## src/hw/rtl/multi_sensor_ranging_poll_sequencer_defines.svh

```systemverilog
// assertion macros shared by the sequencer
`ifndef MULTI_SENSOR_RANGING_POLL_SEQUENCER_DEFINES_SVH
`define MULTI_SENSOR_RANGING_POLL_SEQUENCER_DEFINES_SVH

// consequent must hold in the same cycle as the antecedent
`define MSRPS_ASSERT_SAME(lbl, ante, cons, msg) \
  lbl: assert property (@(posedge clk) disable iff (rst) (ante) |-> (cons)) \
    else $error(msg);

// consequent must hold in the cycle after the antecedent
`define MSRPS_ASSERT_NEXT(lbl, ante, cons, msg) \
  lbl: assert property (@(posedge clk) disable iff (rst) (ante) |=> (cons)) \
    else $error(msg);

`endif

```

## src/hw/rtl/msrps_pkg.sv

```systemverilog
package msrps_pkg;

  localparam int NUM_SENSORS = 5;
  // only this many enable bits exist in the mask register
  localparam int ENABLE_BITS = 5;

  localparam logic [6:0]  ADDR_RESET = 7'h30;
  localparam logic [15:0] REG_STATUS = 16'h004D;
  localparam logic [15:0] REG_START  = 16'h0018;
  localparam logic [15:0] REG_INTR   = 16'h004F;
  localparam logic [15:0] REG_RANGE  = 16'h0062;
  localparam logic [15:0] REG_CLEAR  = 16'h0015;
  localparam logic [7:0]  START_MEAS = 8'h01;
  localparam logic [7:0]  CLEAR_ALL  = 8'h07;

  localparam logic [1:0] ERR_OK  = 2'd0;
  localparam logic [1:0] ERR_BUS = 2'd1;
  localparam logic [1:0] ERR_LEN = 2'd2;

  // configuration register indexes
  localparam logic REG_IDX_ENABLE = 1'b0;
  localparam logic REG_IDX_BASE   = 1'b1;

  typedef enum logic [1:0] {
    OP_TICK  = 2'd0,
    OP_WRITE = 2'd1,
    OP_READ  = 2'd2,
    OP_QUERY = 2'd3
  } op_t;

  typedef enum logic [2:0] {
    PH_INIT    = 3'd0,
    PH_STATUS  = 3'd1,
    PH_STARTED = 3'd2,
    PH_INTR    = 3'd3,
    PH_RANGE   = 3'd4,
    PH_DONE    = 3'd5
  } phase_t;

  // controller to datapath
  typedef struct packed {
    logic       capture;
    logic       start_round;
    logic       store_byte;
    logic       search_init;
    logic       search_step;
    logic       issue;
    logic       end_round;
    logic       err_set;
    logic [1:0] err;
    logic       query;
    logic       load_out;
  } cmd_t;

  // datapath to controller
  typedef struct packed {
    op_t  op;
    logic bus_ok;
    logic len_ok;
    logic active;
    logic hit;
    logic last;
    logic out_busy;
  } status_t;

endpackage

```

## src/hw/rtl/multi_sensor_ranging_poll_sequencer.sv

```systemverilog
// channel  | direction | handshake              | payload
// s_*      | in        | s_tvalid / s_tready    | s_tuser operation, s_tdata event fields
// m_*      | out       | m_tvalid / m_tready    | m_tdata bus command and status
// apb      | in        | psel, penable, pready  | paddr, pwdata, prdata
//
// one word is taken at a time: an execute state, then the round-robin search
// checks one sensor per cycle (1 to NUM_SENSORS sensors), then the result
// goes to the output register through a done state; no search runs for
// ticks in a round, errors, queries, or writes and reads outside a round
// a waiting output word holds the next word in its done state, and the input
// stays closed until that word can load into the output register
// rst is synchronous active high; all sensors come up done, no round running
module multi_sensor_ranging_poll_sequencer #(
  parameter int NUM_SENSORS = msrps_pkg::NUM_SENSORS
) (
  input  logic        clk,
  input  logic        rst,
  // event input
  input  logic        s_tvalid,
  output logic        s_tready,
  input  logic [23:0] s_tdata,   // bus_ok, read_byte, read_length, sensor_index, zero pad
  input  logic [1:0]  s_tuser,   // operation
  // result output
  output logic        m_tvalid,
  input  logic        m_tready,
  output logic [47:0] m_tdata,   // cmd_valid, cmd_write, cmd_device, cmd_register,
                                 // cmd_data, error_code, round_running, distance, zero pad
  // configuration
  input  logic        psel,
  input  logic        penable,
  input  logic        pwrite,
  input  logic [2:0]  paddr,
  input  logic [31:0] pwdata,
  output logic [31:0] prdata,
  output logic        pready
);

  `include "multi_sensor_ranging_poll_sequencer_defines.svh"

  // configuration registers
  logic [4:0] enable_mask;
  logic [6:0] addr_base;
  logic       cfg_wr;

  assign pready = 1'b1;
  assign cfg_wr = psel && penable && pwrite && pready;

  always_ff @(posedge clk) begin
    if (rst) begin
      enable_mask <= '0;
      addr_base   <= msrps_pkg::ADDR_RESET;
    end else if (cfg_wr) begin
      // register index is the word address, byte offset ignored
      if (paddr[2] == msrps_pkg::REG_IDX_ENABLE) begin
        enable_mask <= pwdata[4:0];
      end else begin
        addr_base <= pwdata[6:0];
      end
    end
  end

  assign prdata = (paddr[2] == msrps_pkg::REG_IDX_BASE) ? {25'd0, addr_base}
                                                        : {27'd0, enable_mask};

  msrps_pkg::cmd_t    cmd;
  msrps_pkg::status_t st;

  msrps_ctrl u_ctrl (
    .clk      (clk),
    .rst      (rst),
    .in_valid (s_tvalid),
    .in_ready (s_tready),
    .st       (st),
    .cmd      (cmd)
  );

  msrps_dp #(
    .NUM_SENSORS (NUM_SENSORS)
  ) u_dp (
    .clk         (clk),
    .rst         (rst),
    .cmd         (cmd),
    .st          (st),
    .in_op       (s_tuser),
    .in_bus_ok   (s_tdata[0]),
    .in_byte     (s_tdata[8:1]),
    .in_len      (s_tdata[16:9]),
    .in_index    (s_tdata[19:17]),
    .enable_mask (enable_mask),
    .addr_base   (addr_base),
    .out_valid   (m_tvalid),
    .out_ready   (m_tready),
    .out_data    (m_tdata)
  );

  // output word carrying an error code
  logic err_word;
  assign err_word = m_tvalid && (m_tdata[34:33] != msrps_pkg::ERR_OK);

  // a bus command is only issued inside a running round
  `MSRPS_ASSERT_SAME(a_cmd_in_round, m_tvalid && m_tdata[0], m_tdata[35], "command outside round")
  // an error word never carries a bus command
  `MSRPS_ASSERT_SAME(a_err_no_cmd, err_word, !m_tdata[0], "command with error")
  // one word in flight: input closes after an accept
  `MSRPS_ASSERT_NEXT(a_busy_after_accept, s_tvalid && s_tready, !s_tready, "accept while busy")

endmodule

```

## src/hw/rtl/msrps_ctrl.sv

```systemverilog
module msrps_ctrl (
  input  logic               clk,
  input  logic               rst,
  input  logic               in_valid,
  output logic               in_ready,
  input  msrps_pkg::status_t st,
  output msrps_pkg::cmd_t    cmd
);

  typedef enum logic [1:0] {
    S_IDLE,
    S_EXEC,
    S_CHECK,
    S_DONE
  } state_t;

  state_t state;
  state_t state_next;

  always_ff @(posedge clk) begin
    if (rst) begin
      state <= S_IDLE;
    end else begin
      state <= state_next;
    end
  end

  assign in_ready = (state == S_IDLE);

  always_comb begin
    cmd        = '0;
    state_next = state;
    case (state)
      S_IDLE: begin
        if (in_valid) begin
          cmd.capture = 1'b1;
          state_next  = S_EXEC;
        end
      end
      S_EXEC: begin
        state_next = S_DONE;
        case (st.op)
          msrps_pkg::OP_TICK: begin
            if (!st.active) begin
              cmd.start_round = 1'b1;
              state_next      = S_CHECK;
            end
          end
          msrps_pkg::OP_WRITE: begin
            if (!st.bus_ok) begin
              cmd.err_set = 1'b1;
              cmd.err     = msrps_pkg::ERR_BUS;
            end else if (st.active) begin
              cmd.search_init = 1'b1;
              state_next      = S_CHECK;
            end
          end
          msrps_pkg::OP_READ: begin
            if (!st.len_ok) begin
              cmd.err_set = 1'b1;
              cmd.err     = msrps_pkg::ERR_LEN;
            end else if (st.active) begin
              cmd.store_byte  = 1'b1;
              cmd.search_init = 1'b1;
              state_next      = S_CHECK;
            end
          end
          default: begin
            cmd.query = 1'b1;
          end
        endcase
      end
      S_CHECK: begin
        if (st.hit) begin
          cmd.issue  = 1'b1;
          state_next = S_DONE;
        end else if (st.last) begin
          cmd.end_round = 1'b1;
          state_next    = S_DONE;
        end else begin
          cmd.search_step = 1'b1;
        end
      end
      S_DONE: begin
        if (!st.out_busy) begin
          cmd.load_out = 1'b1;
          state_next   = S_IDLE;
        end
      end
      default: begin
        state_next = S_IDLE;
      end
    endcase
  end

endmodule

```

## src/hw/rtl/msrps_dp.sv

```systemverilog
module msrps_dp #(
  parameter int NUM_SENSORS = msrps_pkg::NUM_SENSORS
) (
  input  logic               clk,
  input  logic               rst,
  input  msrps_pkg::cmd_t    cmd,
  output msrps_pkg::status_t st,
  input  logic [1:0]         in_op,
  input  logic               in_bus_ok,
  input  logic [7:0]         in_byte,
  input  logic [7:0]         in_len,
  input  logic [2:0]         in_index,
  input  logic [4:0]         enable_mask,
  input  logic [6:0]         addr_base,
  output logic               out_valid,
  input  logic               out_ready,
  output logic [47:0]        out_data
);

  localparam int SW = (NUM_SENSORS > 1) ? $clog2(NUM_SENSORS) : 1;
  localparam int KW = $clog2(NUM_SENSORS + 1);

  function automatic logic [SW-1:0] next_idx(input logic [SW-1:0] i);
    return (i == SW'(NUM_SENSORS - 1)) ? '0 : SW'(i + SW'(1));
  endfunction

  // captured item
  msrps_pkg::op_t op;
  logic           bus_ok;
  logic [7:0]     rbyte;
  logic [7:0]     rlen;
  logic [2:0]     qidx;

  // sequencing state
  logic                  active;
  logic [SW-1:0]         ptr;
  logic [KW-1:0]         cnt;
  msrps_pkg::phase_t     phase    [NUM_SENSORS];
  logic [7:0]            stat_b   [NUM_SENSORS];
  logic [7:0]            intr_b   [NUM_SENSORS];
  logic [7:0]            dist_b   [NUM_SENSORS];

  // result being built
  logic        res_valid;
  logic        res_write;
  logic [6:0]  res_dev;
  logic [15:0] res_reg;
  logic [7:0]  res_data;
  logic [1:0]  res_err;
  logic [7:0]  res_dist;

  logic [7:0]        mask_ext;
  logic              en;
  msrps_pkg::phase_t cur_ph;
  logic              iss_write;
  logic [15:0]       iss_reg;
  logic [7:0]        iss_data;
  msrps_pkg::phase_t iss_ph;
  logic              q_ok;

  assign mask_ext = {3'b000, enable_mask};
  assign en       = (5'(ptr) < 5'(msrps_pkg::ENABLE_BITS)) && mask_ext[3'(ptr)];
  assign cur_ph   = phase[ptr];
  assign q_ok     = (5'(qidx) < 5'(NUM_SENSORS));

  assign st.op       = op;
  assign st.bus_ok   = bus_ok;
  assign st.len_ok   = (rlen == 8'd1);
  assign st.active   = active;
  assign st.hit      = en && (cur_ph != msrps_pkg::PH_DONE);
  assign st.last     = (cnt == KW'(NUM_SENSORS));
  assign st.out_busy = out_valid && !out_ready;

  // command for the selected sensor and its next phase
  always_comb begin
    iss_write = 1'b0;
    iss_reg   = msrps_pkg::REG_STATUS;
    iss_data  = 8'h00;
    iss_ph    = cur_ph;
    case (cur_ph)
      msrps_pkg::PH_INIT: begin
        iss_ph = msrps_pkg::PH_STATUS;
      end
      msrps_pkg::PH_STATUS: begin
        if (stat_b[ptr][0]) begin
          iss_write = 1'b1;
          iss_reg   = msrps_pkg::REG_START;
          iss_data  = msrps_pkg::START_MEAS;
          iss_ph    = msrps_pkg::PH_STARTED;
        end
      end
      msrps_pkg::PH_STARTED: begin
        iss_reg = msrps_pkg::REG_INTR;
        iss_ph  = msrps_pkg::PH_INTR;
      end
      msrps_pkg::PH_INTR: begin
        if (intr_b[ptr][2]) begin
          iss_reg = msrps_pkg::REG_RANGE;
          iss_ph  = msrps_pkg::PH_RANGE;
        end else begin
          iss_reg = msrps_pkg::REG_INTR;
        end
      end
      default: begin
        iss_write = 1'b1;
        iss_reg   = msrps_pkg::REG_CLEAR;
        iss_data  = msrps_pkg::CLEAR_ALL;
        iss_ph    = msrps_pkg::PH_DONE;
      end
    endcase
  end

  // payload capture and result build
  always_ff @(posedge clk) begin
    if (cmd.capture) begin
      op        <= msrps_pkg::op_t'(in_op);
      bus_ok    <= in_bus_ok;
      rbyte     <= in_byte;
      rlen      <= in_len;
      qidx      <= in_index;
      res_valid <= 1'b0;
      res_write <= 1'b0;
      res_dev   <= '0;
      res_reg   <= '0;
      res_data  <= '0;
      res_err   <= msrps_pkg::ERR_OK;
      res_dist  <= '0;
    end
    if (cmd.err_set) begin
      res_err <= cmd.err;
    end
    if (cmd.query && q_ok) begin
      res_dist <= dist_b[SW'(qidx)];
    end
    if (cmd.issue) begin
      res_valid <= 1'b1;
      res_write <= iss_write;
      res_dev   <= 7'(addr_base + 7'(ptr));
      res_reg   <= iss_reg;
      res_data  <= iss_data;
    end
    if (cmd.load_out) begin
      out_data <= {4'b0000, res_dist, active, res_err, res_data, res_reg, res_dev,
                   res_write, res_valid};
    end
  end

  // sequencing state
  always_ff @(posedge clk) begin
    if (rst) begin
      active    <= 1'b0;
      ptr       <= '0;
      cnt       <= '0;
      out_valid <= 1'b0;
      for (int i = 0; i < NUM_SENSORS; i++) begin
        phase[i]  <= msrps_pkg::PH_DONE;
        stat_b[i] <= '0;
        intr_b[i] <= '0;
        dist_b[i] <= '0;
      end
    end else begin
      if (cmd.start_round) begin
        active <= 1'b1;
        ptr    <= next_idx('0);
        cnt    <= KW'(1);
        for (int i = 0; i < NUM_SENSORS; i++) begin
          phase[i]  <= ((i < msrps_pkg::ENABLE_BITS) && mask_ext[3'(i)]) ?
                       msrps_pkg::PH_INIT : msrps_pkg::PH_DONE;
          stat_b[i] <= '0;
          intr_b[i] <= '0;
        end
      end
      if (cmd.store_byte) begin
        case (cur_ph)
          msrps_pkg::PH_STATUS: stat_b[ptr] <= rbyte;
          msrps_pkg::PH_INTR:   intr_b[ptr] <= rbyte;
          msrps_pkg::PH_RANGE:  dist_b[ptr] <= rbyte;
          default: ;
        endcase
      end
      if (cmd.search_init) begin
        ptr <= next_idx(ptr);
        cnt <= KW'(1);
      end
      if (cmd.search_step) begin
        ptr <= next_idx(ptr);
        cnt <= KW'(cnt + KW'(1));
      end
      if (cmd.issue) begin
        phase[ptr] <= iss_ph;
      end
      if (cmd.end_round) begin
        active <= 1'b0;
      end
      if (cmd.load_out) begin
        out_valid <= 1'b1;
      end else if (out_ready) begin
        out_valid <= 1'b0;
      end
    end
  end

endmodule
```

## config.mk

```make
export PLATFORM = sky130hd
export DESIGN_NAME = multi_sensor_ranging_poll_sequencer
export DESIGN_NICKNAME = d
export VERILOG_FILES = /design/src/hw/rtl/msrps_pkg.sv /design/src/hw/rtl/multi_sensor_ranging_poll_sequencer.sv /design/src/hw/rtl/msrps_ctrl.sv /design/src/hw/rtl/msrps_dp.sv
export VERILOG_INCLUDE_DIRS = /design/src /design/src/hw/rtl
export SDC_FILE = /design/constraint.sdc
export NUM_CORES = 1
export LEC_CHECK = 0
export BUFFER_PORTS_ARGS = -buffer_cell sky130_fd_sc_hd__buf_4
export CAP_MARGIN = 25
export CORE_MARGIN = 3
export CORE_UTILIZATION = 45
export CTS_CLUSTER_DIAMETER = 200
export DETAILED_ROUTE_END_ITERATION = 8
export PLACE_DENSITY = 0.66
export SKIP_CTS_REPAIR_TIMING = 1
export SYNTH_ARGS = -nofsm -noshare
export SYNTH_HDL_FRONTEND = slang
export SYNTH_SLANG_ARGS = --single-unit
```

## constraint.sdc

```tcl
create_clock -name clk -period 3.65 [get_ports clk]
set_input_delay 0.365 -clock clk [delete_from_list [all_inputs] [get_ports clk]]
set_output_delay 0.365 -clock clk [all_outputs]
set_load 0.005 [all_outputs]
```

==> summary.md, run 1 <==
| Metric | Value |
|---|---|
| Required time of the critical path | `3.85 ns` |
| Clk Tree Root Cell | `sky130_fd_sc_hd__clkbuf_16` |
| Slew headroom | `49.2%` |
| Crit path max fanout | `23` |
| Instance count of the mapped netlist | `656` |
| WL/cell | `17.0 um` |
| Total number of nets in the final design | `837` |
| Post-synthesis xor/xnor area fraction | `0.380%` |
| Total power after layout | `6.40 mW` |
| Switching power as a share of total power | `24.7%` |
| Clock insertion delay at the later pin of the skew report | `0.50 ns` |
| Share of power burned in the clock network | `37.4%` |
| Mean cell area of the mapped netlist | `14.0 um^2` |
| F_max | `0.332 GHz` |
| Power spent charging and discharging nets | `1.58 mW` |
| # clock sinks | `207` |
| Std-Cell Core Area | `0.0198 mm^2` |
| Peak VDD IR | `462 uV` |
| Most frequent cells in the layout | `sky130_fd_sc_hd__edfxtp_1 (178), sky130_fd_sc_hd__buf_4 (95), sky130_fd_sc_hd__nor2_1 (61)` |
| Number of pins exceeding their max-slew limit in the final report | `0` |
| Worst Max-Slew Pin Slew | `0.761 ns` |
| Initial antenna violation count | `0` |
| Drt pass-1 iters | `5` |
| Fraction of post-synthesis cell area in the top cell type by area | `58.0%` |
| Final setup violation count | `0` |
| ANT cells | `0` |
| Count of synthesis-stage warnings from yosys | `0` |
| GR peak layer | `met2` |
| Area enclosed by the die boundary | `0.0222 mm^2` |
| Internal power | `4.82 mW` |
| Critical path, cell by cell | `mux4_2 > mux2_4 > or4_1 > buf_4 > o21ai_0 > buf_4` |
| Cell Rows | `51` |
| Most used flip-flop cell after synthesis | `sky130_fd_sc_hd__edfxtp_1` |
| Number of flip-flops in the largest register | `64` |
| Iteration-0 DRC count of the detailed router | `334` |
| Met2 Use GR | `27.1%` |
| Largest Register | `u_dp.dist_b` |
| Delay of the slowest cell on the worst path | `0.65 ns` |
| H-tree levels | `1` |
| Die X-Extent | `149 um` |
| Maximum number of pins on one net before global-route repair | `26` |
| Number of global-route vias before repair | `5,478` |
| Number of hold-slack violations in the final timing report | `0` |
| Class of the most critical hold timing path | `in2reg` |
| Via Count | `5,311` |
| Cell area after technology mapping | `0.00921 mm^2` |
| Flip-flop and latch count after synthesis | `207` |
| Logic gate share of total power | `14.6%` |
| Final Wtd Congestion | `0.862` |
| DP HPWL | `12,700 um` |
| Top cells by area, synth | `sky130_fd_sc_hd__edfxtp_1 (58%), sky130_fd_sc_hd__mux4_2 (6.4%), sky130_fd_sc_hd__dfxtp_1 (6.3%), sky130_fd_sc_hd__buf_4 (3.8%), sky130_fd_sc_hd__mux2_2 (2.9%)` |
| Global-route usage over all layers | `16.1%` |
| Fraction of layout cells with a size suffix above 1 | `25.4%` |
| Leak pwr | `3.98 nW` |
| Sequential-to-total area share from yosys stat | `64.3%` |
| RSZ-0062 raised after global routing | `false` |
| Sequential power share | `47.9%` |
| Chip Height | `149 um` |
| Initial core utilization | `46.6%` |
| Critical path startpoint category | `register` |
| Power density relative to cell area | `593 mW/mm^2` |
| Drc violations | `0` |
| Fraction of the cycle the final worst path needs | `82.5%` |
| Most common cell after layout, fill and taps aside | `sky130_fd_sc_hd__edfxtp_1` |
| Final min period | `3.01 ns` |
| Area growth, synth to finish | `17.3%` |
| Count of port buffers added during placement | `75` |
| Status | `complete, no violations` |
| Final Routed Wirelength | `17,600 um` |
| Critical path type | `reg2reg` |
| Endpoint arrival time on the critical path | `3.21 ns` |
| Most frequent cell on the critical path | `sky130_fd_sc_hd__buf_4` |
| Ports placed on the boundary | `151` |
| Fraction of the mapped netlist area in compound gates | `3.61%` |
| Critical Path Slowest Stage Cell | `sky130_fd_sc_hd__dfxtp_1` |
| Detail-routed via count per cell | `5.14` |
| Share of flip-flops with an asynchronous set or reset after synthesis | `0%` |
| Synth Area in Simple Gates | `11.4%` |
| Met1 usage | `22.1%` |
| Largest registers | `u_dp.dist_b: 64 flops, u_dp.out_data: 27 flops, u_dp.phase: 24 flops` |
| TritonCTS clock tree | `built` |
| Cell taking the most area after synthesis | `sky130_fd_sc_hd__edfxtp_1` |
| Setup crit end kind | `register` |
| Clock Tree Buf Depth | `3` |
| Global-route wire length before repair | `28,800 um` |
| Count of unique library cells instantiated by Yosys | `60` |
| Number of routed nets with antenna violations | `0` |
| Dominant combinational cell family by area after synthesis | `multiplexers` |
| Remaining global-route overflow | `0` |
| Mux share of post-synthesis cell area | `12.0%` |
| Summed negative setup slack over all endpoints | `0 ns` |
| Clock-pin slew reported for the worst setup and hold paths after clock tree synthesis | `0.06 ns` |
| Met3 track utilization from global routing | `2.86%` |
| TritonCTS Buffers | `22` |
| Max cap viols | `0` |
| Post-synthesis adder-cell area fraction | `2.26%` |
| Count of flip-flops with a built-in enable after synthesis | `178` |
| Worst reg2reg setup slack | `0.64 ns` |
| Critical path buffers and inverters | `2` |
| Post-Route Skew | `0.0121 ns` |
| Kind of cell adding the most delay to the critical path | `multiplexers` |
## metrics by stage
step	hold WS, ns	instance area [um^2]	instances	util (%)	setup slack [ns]
final	0.0406	10800	1034	54.6	0.639
after CTS	0.0228	10800	1034	54.6	0.617
after detailed placement	0.405	9990	994	50.5	0.645
after floorplan	0.400	9400	707	-	0.580
after global placement	0.404	9970	993	50.4	0.675
after global routing	0.0244	10800	1034	54.6	0.432
## area by class of cell
type	instances	area, um^2
inverters	17	63.8
well taps	265	332
clock buffers	28	634
repair buffers	96	741
clock inverters	12	174
flip-flops and latches	207	5930
multi-input cells	409	2930
fillers	1634	8980
## cells by family after synthesis
kind of cell | Yosys count
other | 2
and+or+nand+nor | 210
buffers and inverters | 91
DFF | 207
adders and majority gates | 16
xor gates and xnor gates | 4
AOI/OAI and AO/OA | 52
muxes | 74
## power groups by stage
stage	combinational [mW]	sequential, mW	clock, mW
after floorplan	0.727	3.00	0
after global placement	0.862	3.12	0
after detailed placement	0.939	3.12	0
after CTS	0.945	3.07	2.46
after global routing	1.03	3.10	2.57
final	0.936	3.07	2.40
## Yosys cell counts (3+ instances only)
master	number
sky130_fd_sc_hd__or4_1	4
sky130_fd_sc_hd__nand3_1	12
sky130_fd_sc_hd__ha_1	15
sky130_fd_sc_hd__mux4_2	26
sky130_fd_sc_hd__and3_1	3
sky130_fd_sc_hd__nor2_1	61
sky130_fd_sc_hd__nand4_1	4
sky130_fd_sc_hd__xor2_1	3
sky130_fd_sc_hd__buf_2	5
sky130_fd_sc_hd__clkbuf_1	15
sky130_fd_sc_hd__nor2b_1	8
sky130_fd_sc_hd__buf_1	4
sky130_fd_sc_hd__edfxtp_1	178
sky130_fd_sc_hd__nand2_1	46
sky130_fd_sc_hd__nor4_1	3
sky130_fd_sc_hd__nor3_2	3
sky130_fd_sc_hd__or3_1	3
sky130_fd_sc_hd__buf_6	3
sky130_fd_sc_hd__inv_1	16
sky130_fd_sc_hd__mux2i_1	21
sky130_fd_sc_hd__a21oi_1	13
sky130_fd_sc_hd__and2_1	34
sky130_fd_sc_hd__nor3b_1	4
sky130_fd_sc_hd__buf_4	47
sky130_fd_sc_hd__o21ai_0	20
sky130_fd_sc_hd__nor3_1	14
sky130_fd_sc_hd__dfxtp_1	29
sky130_fd_sc_hd__mux2_2	24
## routing by layer
metal | share of wire [%] | vias up
li1 | - | 2522
met1 | 43 | 2591
met2 | 49 | 175
met3 | 6.7 | 23
met4 | 1.6 | 0
met5 | 0 | -
## path summary, 6_finish.rpt
kind,from,cells after the start,to
max,register,6,u_dp.dist_b[4][0]
min,s_tuser[1],1,u_dp.op[1]
max reg2reg,register,6,u_dp.dist_b[4][0]
min reg2reg,u_dp.res_dist[3],0,u_dp.out_data[39]
## worst register-to-register path: cells and delay by family, from the launching register on
family / cells / cell delay, ns
muxes: 2 / 0.94
DFF: 1 / 0.65
and+or+nand+nor: 1 / 0.52
buffers and inverters: 2 / 0.44
AOI/OAI and AO/OA: 1 / 0.17
Note: power is estimated with default switching activity, not from simulation.
==> run 2: changes to the inputs <==
- clock period: 3.65 -> 2.8 ns (I/O delays scaled with it)
==> summary.md, run 2 (synthesis results as in run 1) <==
| Metric | Value |
|---|---|
| Number of pins exceeding their max-slew limit in the final report | `0` |
| Leak pwr | `4.17 nW` |
| Kind of cell adding the most delay to the critical path | `multiplexers` |
| Maximum number of pins on one net before global-route repair | `26` |
| Fraction of the cycle the final worst path needs | `96.7%` |
| Clock Tree Buf Depth | `3` |
| DP HPWL | `13,000 um` |
| Worst r2r path cells | `7` |
| Max cap viols | `0` |
| Number of hold-slack violations in the final timing report | `0` |
| Final setup violation count | `0` |
| Global-route wire length before repair | `28,700 um` |
| Met2 Use GR | `26.8%` |
| Total number of nets in the final design | `885` |
| Worst Max-Slew Pin Slew | `1.06 ns` |
| Worst hold slack | `0.00524 ns` |
| Die X-Extent | `149 um` |
| Fraction of layout cells with a size suffix above 1 | `26.7%` |
| Global-route usage over all layers | `16.2%` |
| Number of routed nets with antenna violations | `0` |
| Most common cell after layout, fill and taps aside | `sky130_fd_sc_hd__edfxtp_1` |
| Largest Register | `u_dp.dist_b` |
| Iteration-0 DRC count of the detailed router | `340` |
| Drc violations | `0` |
| Largest registers | `u_dp.dist_b: 64 flops, u_dp.out_data: 27 flops, u_dp.phase: 24 flops` |
| Count of port buffers added during placement | `75` |
| F_max | `0.369 GHz` |
| Total power after layout | `8.25 mW` |
| Peak VDD IR | `525 uV` |
| Initial antenna violation count | `0` |
| H-tree levels | `1` |
| Required time of the critical path | `3.02 ns` |
| Critical path startpoint category | `register` |
| Critical path type | `reg2reg` |
| Std-Cell Core Area | `0.0198 mm^2` |
| TritonCTS clock tree | `built` |
| Drt pass-1 iters | `5` |
| Via Count | `5,551` |
| Min-Delay Path Depth | `3` |
| Ports placed on the boundary | `151` |
| Remaining global-route overflow | `0` |
| Critical path buffers and inverters | `3` |
| Slew headroom | `29.0%` |
| Met1 usage | `22.3%` |
| Final core occ | `56.4%` |
| Critical Path Slowest Stage Cell | `sky130_fd_sc_hd__mux4_2` |
| Number of global-route vias before repair | `5,475` |
| Status | `complete, no violations` |
| Clk Tree Root Cell | `sky130_fd_sc_hd__clkbuf_16` |
| Crit path max fanout | `19` |
| Logic depth of the worst setup path including buffers | `7` |
| # clock sinks | `207` |
| Delay of the slowest cell on the worst path | `0.53 ns` |
| TritonCTS Buffers | `23` |
| Chip Height | `149 um` |
| Power density relative to cell area | `739 mW/mm^2` |
| Most frequent cell on the critical path | `sky130_fd_sc_hd__buf_6` |
| Most frequent cells in the layout | `sky130_fd_sc_hd__edfxtp_1 (178), sky130_fd_sc_hd__buf_4 (117), sky130_fd_sc_hd__nor2_1 (61)` |
| Area enclosed by the die boundary | `0.0222 mm^2` |
| Initial core utilization | `46.6%` |
| Instance count after placement with tap cells included | `1,018` |
| ANT cells | `0` |
| Final Routed Wirelength | `18,200 um` |
| Endpoint arrival time on the critical path | `2.93 ns` |
| Class of the most critical hold timing path | `in2reg` |
| Final Wtd Congestion | `0.782` |
| RSZ-0062 raised after global routing | `false` |
| Final min period | `2.71 ns` |
| Area growth, synth to finish | `21.1%` |
| Clock insertion delay at the later pin of the skew report | `0.50 ns` |
| Met3 track utilization from global routing | `3.16%` |
| Detail-routed via count per cell | `5.13` |
| Clock-pin slew reported for the worst setup and hold paths after clock tree synthesis | `0.06 ns` |
| WL/cell | `16.8 um` |
| Critical path, cell by cell | `buf_12 > mux4_2 > mux2_4 > or4_4 > buf_6 > nor2_1 > buf_6` |
| Number of flip-flops in the largest register | `64` |
| GR peak layer | `met2` |
| Non-filler cells in the finished layout | `1,083` |
| Setup crit end kind | `register` |
| Cell Rows | `51` |
| Post-Route Skew | `0.0107 ns` |
## run 2: final timing paths
kind | start | to | slack, ns
min | pwdata[4] | addr_base[4] | 0.005
min reg2reg | u_dp.res_dev[1] | u_dp.out_data[3] | 0.42
max | register | u_dp.dist_b[7][1] | 0.09
max reg2reg | register | u_dp.dist_b[7][1] | 0.09
## run 2: report_power, final
| part | switching, mW | leakage, nW | internal [mW] | total, mW |
|---|---|---|---|---|
| combinational | 0.716 | 1.88 | 0.620 | 1.34 |
| clock | 1.17 | 0.372 | 1.78 | 2.95 |
| sequential | 0.210 | 1.92 | 3.75 | 3.96 |
| total | 2.09 | 4.17 | 6.15 | 8.25 |
## run 2: tightest hold or removal path, stage by stage
cell and delay [ns]:
sky130_fd_sc_hd__buf_4 0.09, sky130_fd_sc_hd__nand2_1 0.04, sky130_fd_sc_hd__nand3_1 0.07
## run 2: final cells by class
type	count	area (um^2)
clock buffer	25	583
inverter	17	63.8
sequential	207	5930
timing repair buffer	143	1150
multi-input combinational	409	2940
clock inverter	17	161
fill	1573	8630
tap	265	332
## run 2: routing by layer
metal	part of all wire, %	routed length (um)
met1	44	7980
met4	1.8	335
met5	0	0
met3	6.4	1170
met2	48	8730
## run 2: per-stage QoR
step / setup WS [ns] / area, um^2 / setup TNS, ns
after detailed placement: -0.00147 / 10200 / -0.00959
after floorplan: -0.131 / 9400 / -5.19
after global routing: 0.000672 / 11200 / 0
after CTS: -0.0297 / 10900 / -0.225
final: 0.0912 / 11200 / 0
after global placement: 0.0494 / 10200 / 0
==> run 3: changes to the inputs <==
--- a/config.mk
+++ b/config.mk
@@ -13,5 +13,5 @@
 export CTS_CLUSTER_DIAMETER = 200
 export DETAILED_ROUTE_END_ITERATION = 8
-export PLACE_DENSITY = 0.66
+export PLACE_DENSITY = 0.69
 export SKIP_CTS_REPAIR_TIMING = 1
 export SYNTH_ARGS = -nofsm -noshare
==> constraint.sdc (replaced) <==
create_clock -name clk -period 2.2 [get_ports clk]
set_input_delay 0.22 -clock clk [delete_from_list [all_inputs] [get_ports clk]]
set_output_delay 0.22 -clock clk [all_outputs]
set_load 0.01 [all_outputs]
==> summary.md, run 3 (synthesis results as in run 1) <==
| Metric | Value |
|---|---|
| Largest Register | `u_dp.dist_b` |
| RSZ-0062 raised after global routing | `true` |
| Setup crit end kind | `register` |
| Area growth, synth to finish | `34.9%` |
| Critical path type | `reg2reg` |
| Critical path buffers and inverters | `2` |
| Power density relative to cell area | `892 mW/mm^2` |
| Global-route wire length before repair | `29,800 um` |
| Clk Tree Root Cell | `sky130_fd_sc_hd__clkbuf_16` |
| Summed negative setup slack over all endpoints | `-48.42 ns` |
| ANT cells | `0` |
| Failing checks | `negative setup slack` |
| Fraction of the cycle the final worst path needs | `115%` |
| Via Count | `5,842` |
| WL/cell | `18.0 um` |
| Slew headroom | `46.1%` |
| Endpoint arrival time on the critical path | `2.89 ns` |
| Instance count after placement with tap cells included | `1,049` |
| Global-route usage over all layers | `16.8%` |
| Die X-Extent | `149 um` |
| Clock-pin slew reported for the worst setup and hold paths after clock tree synthesis | `0.06 ns` |
| # clock sinks | `207` |
| Leak pwr | `4.64 nW` |
| Number of global-route vias before repair | `5,655` |
| Worst hold slack | `0.0338 ns` |
| Cell Rows | `51` |
| Kind of cell adding the most delay to the critical path | `simple AND/OR/NAND/NOR gates` |
| Number of routed nets with antenna violations | `0` |
| Total power after layout | `11.1 mW` |
| Clock insertion delay at the later pin of the skew report | `0.51 ns` |
| Hold Path Sink | `u_dp.out_valid` |
| TritonCTS Buffers | `22` |
| Critical path, cell by cell | `nor4b_1 > buf_4 > nand4_1 > buf_4 > or4_4 > or2_4 > nor2_2` |
| Worst reg2reg setup slack | `-0.33 ns` |
| Critical Path Slowest Stage Cell | `sky130_fd_sc_hd__or4_4` |
| Crit Reg-Reg Startpoint | `u_dp.rlen[1]` |
| Drc violations | `0` |
| DP HPWL | `13,900 um` |
| Std-Cell Core Area | `0.0198 mm^2` |
| Clock Tree Buf Depth | `3` |
| Area enclosed by the die boundary | `0.0222 mm^2` |
| H-tree levels | `1` |
| Final min period | `2.53 ns` |
| Min-Delay Path Depth | `4` |
| Crit path max fanout | `6` |
| F_max | `0.395 GHz` |
| Final Wtd Congestion | `0.863` |
| Delay of the slowest cell on the worst path | `0.61 ns` |
| Non-filler cells in the finished layout | `1,139` |
| Detail-routed via count per cell | `5.13` |
| Reg2reg end | `u_dp.stat_b[2][0]` |
| # fillers | `1,399` |
| Maximum number of pins on one net before global-route repair | `25` |
| Peak VDD IR | `670 uV` |
| Remaining global-route overflow | `0` |
| Worst Max-Slew Pin Slew | `0.806 ns` |
| Initial core utilization | `46.6%` |
| Initial antenna violation count | `0` |
| Total number of nets in the final design | `942` |
| Startpoint of the worst hold path | `m_tready` |
| Most frequent cells in the layout | `sky130_fd_sc_hd__edfxtp_1 (178), sky130_fd_sc_hd__buf_4 (142), sky130_fd_sc_hd__conb_1 (53)` |
| Critical path startpoint category | `register` |
| Final Routed Wirelength | `20,400 um` |
| Number of flip-flops in the largest register | `64` |
| Status | `finished, violations left` |
| Number of hold-slack violations in the final timing report | `0` |
| Required time of the critical path | `2.55 ns` |
| Final setup violation count | `202` |
| Most frequent cell on the critical path | `sky130_fd_sc_hd__buf_4` |
| Number of pins exceeding their max-slew limit in the final report | `0` |
| Max cap viols | `0` |
| Class of the most critical hold timing path | `in2reg` |
| Fraction of layout cells with a size suffix above 1 | `41.1%` |
| Iteration-0 DRC count of the detailed router | `474` |
| Worst r2r path cells | `7` |
| Largest registers | `u_dp.dist_b: 64 flops, u_dp.out_data: 27 flops, u_dp.phase: 24 flops` |
| Count of port buffers added during placement | `75` |
| TritonCTS clock tree | `built` |
| Ports placed on the boundary | `151` |
| Post-Route Skew | `0.0176 ns` |
| Most common cell after layout, fill and taps aside | `sky130_fd_sc_hd__edfxtp_1` |
| Drt pass-1 iters | `4` |
| Worst path setup slack after routing | `-0.335 ns` |
| Chip Height | `149 um` |
## run 3: cell types whose count changed in the layout (fill, tap and decap cells not counted), sizes merged, moves of 3 or more
cell | previous run | this run
buf | 120 | 167
clkinv | 13 | 7
dlygate4sd3 | 23 | 29
clkbuf | 25 | 28
clkinvlp | 0 | 3
nand2 | 46 | 49
## run 3: how the worst max path moves through the flow
stage,start,to,slack [ns],cells after the start
after global placement,register,u_dp.dist_b[1][1],-0.37,6
after CTS,register,u_dp.dist_b[0][7],-0.42,6
after floorplan,register,u_dp.dist_b[6][0],-0.45,8
final,u_dp.rlen[1],u_dp.stat_b[2][0],-0.33,7
after global routing,register,u_dp.dist_b[2][5],-0.38,7
after detailed placement,register,u_dp.dist_b[4][6],-0.42,6
## run 3: worst min-delay path, delay by kind of cell
| kind | cells | cell delay, ns |
|---|---|---|
| buffers and inverters | 1 | 0.08 |
| AND/OR/NAND/NOR | 3 | 0.19 |
## run 3: power by group
group / total (mW) / internal [mW] / switching, mW / leakage [nW]
Combinational: 2.27 / 1.04 / 1.24 / 2.36
Clock: 3.78 / 2.25 / 1.52 / 0.359
Sequential: 5.03 / 4.78 / 0.256 / 1.92
## run 3: cell type report
cell class                 instances  area (um^2)  share of cell area, %
tap                              265          332                   2.67
multi-input combinational        413         3630                   29.2
sequential                       207         5930                   47.7
clock inverter                    13          169                   1.36
timing repair buffer             197         1720                   13.8
clock buffer                      27          579                   4.66
inverter                          17         63.8                  0.514
## run 3: routing by layer
metal / track usage, % / routed length [um]
met2: 27.2 / 9980
met5: 0 / 0
met1: 23.8 / 8680
met4: 4.21 / 328
met3: 3.13 / 1460
## run 3: per-stage QoR
stage | setup slack [ns] | util (%) | instance area [um^2]
CTS | -0.416 | 57.8 | 11400
global route | -0.383 | 62.8 | 12400
finish | -0.335 | 62.8 | 12400
detailed placement | -0.422 | 54.0 | 10700
floorplan | -0.451 | - | 9680
global placement | -0.366 | 54.0 | 10700
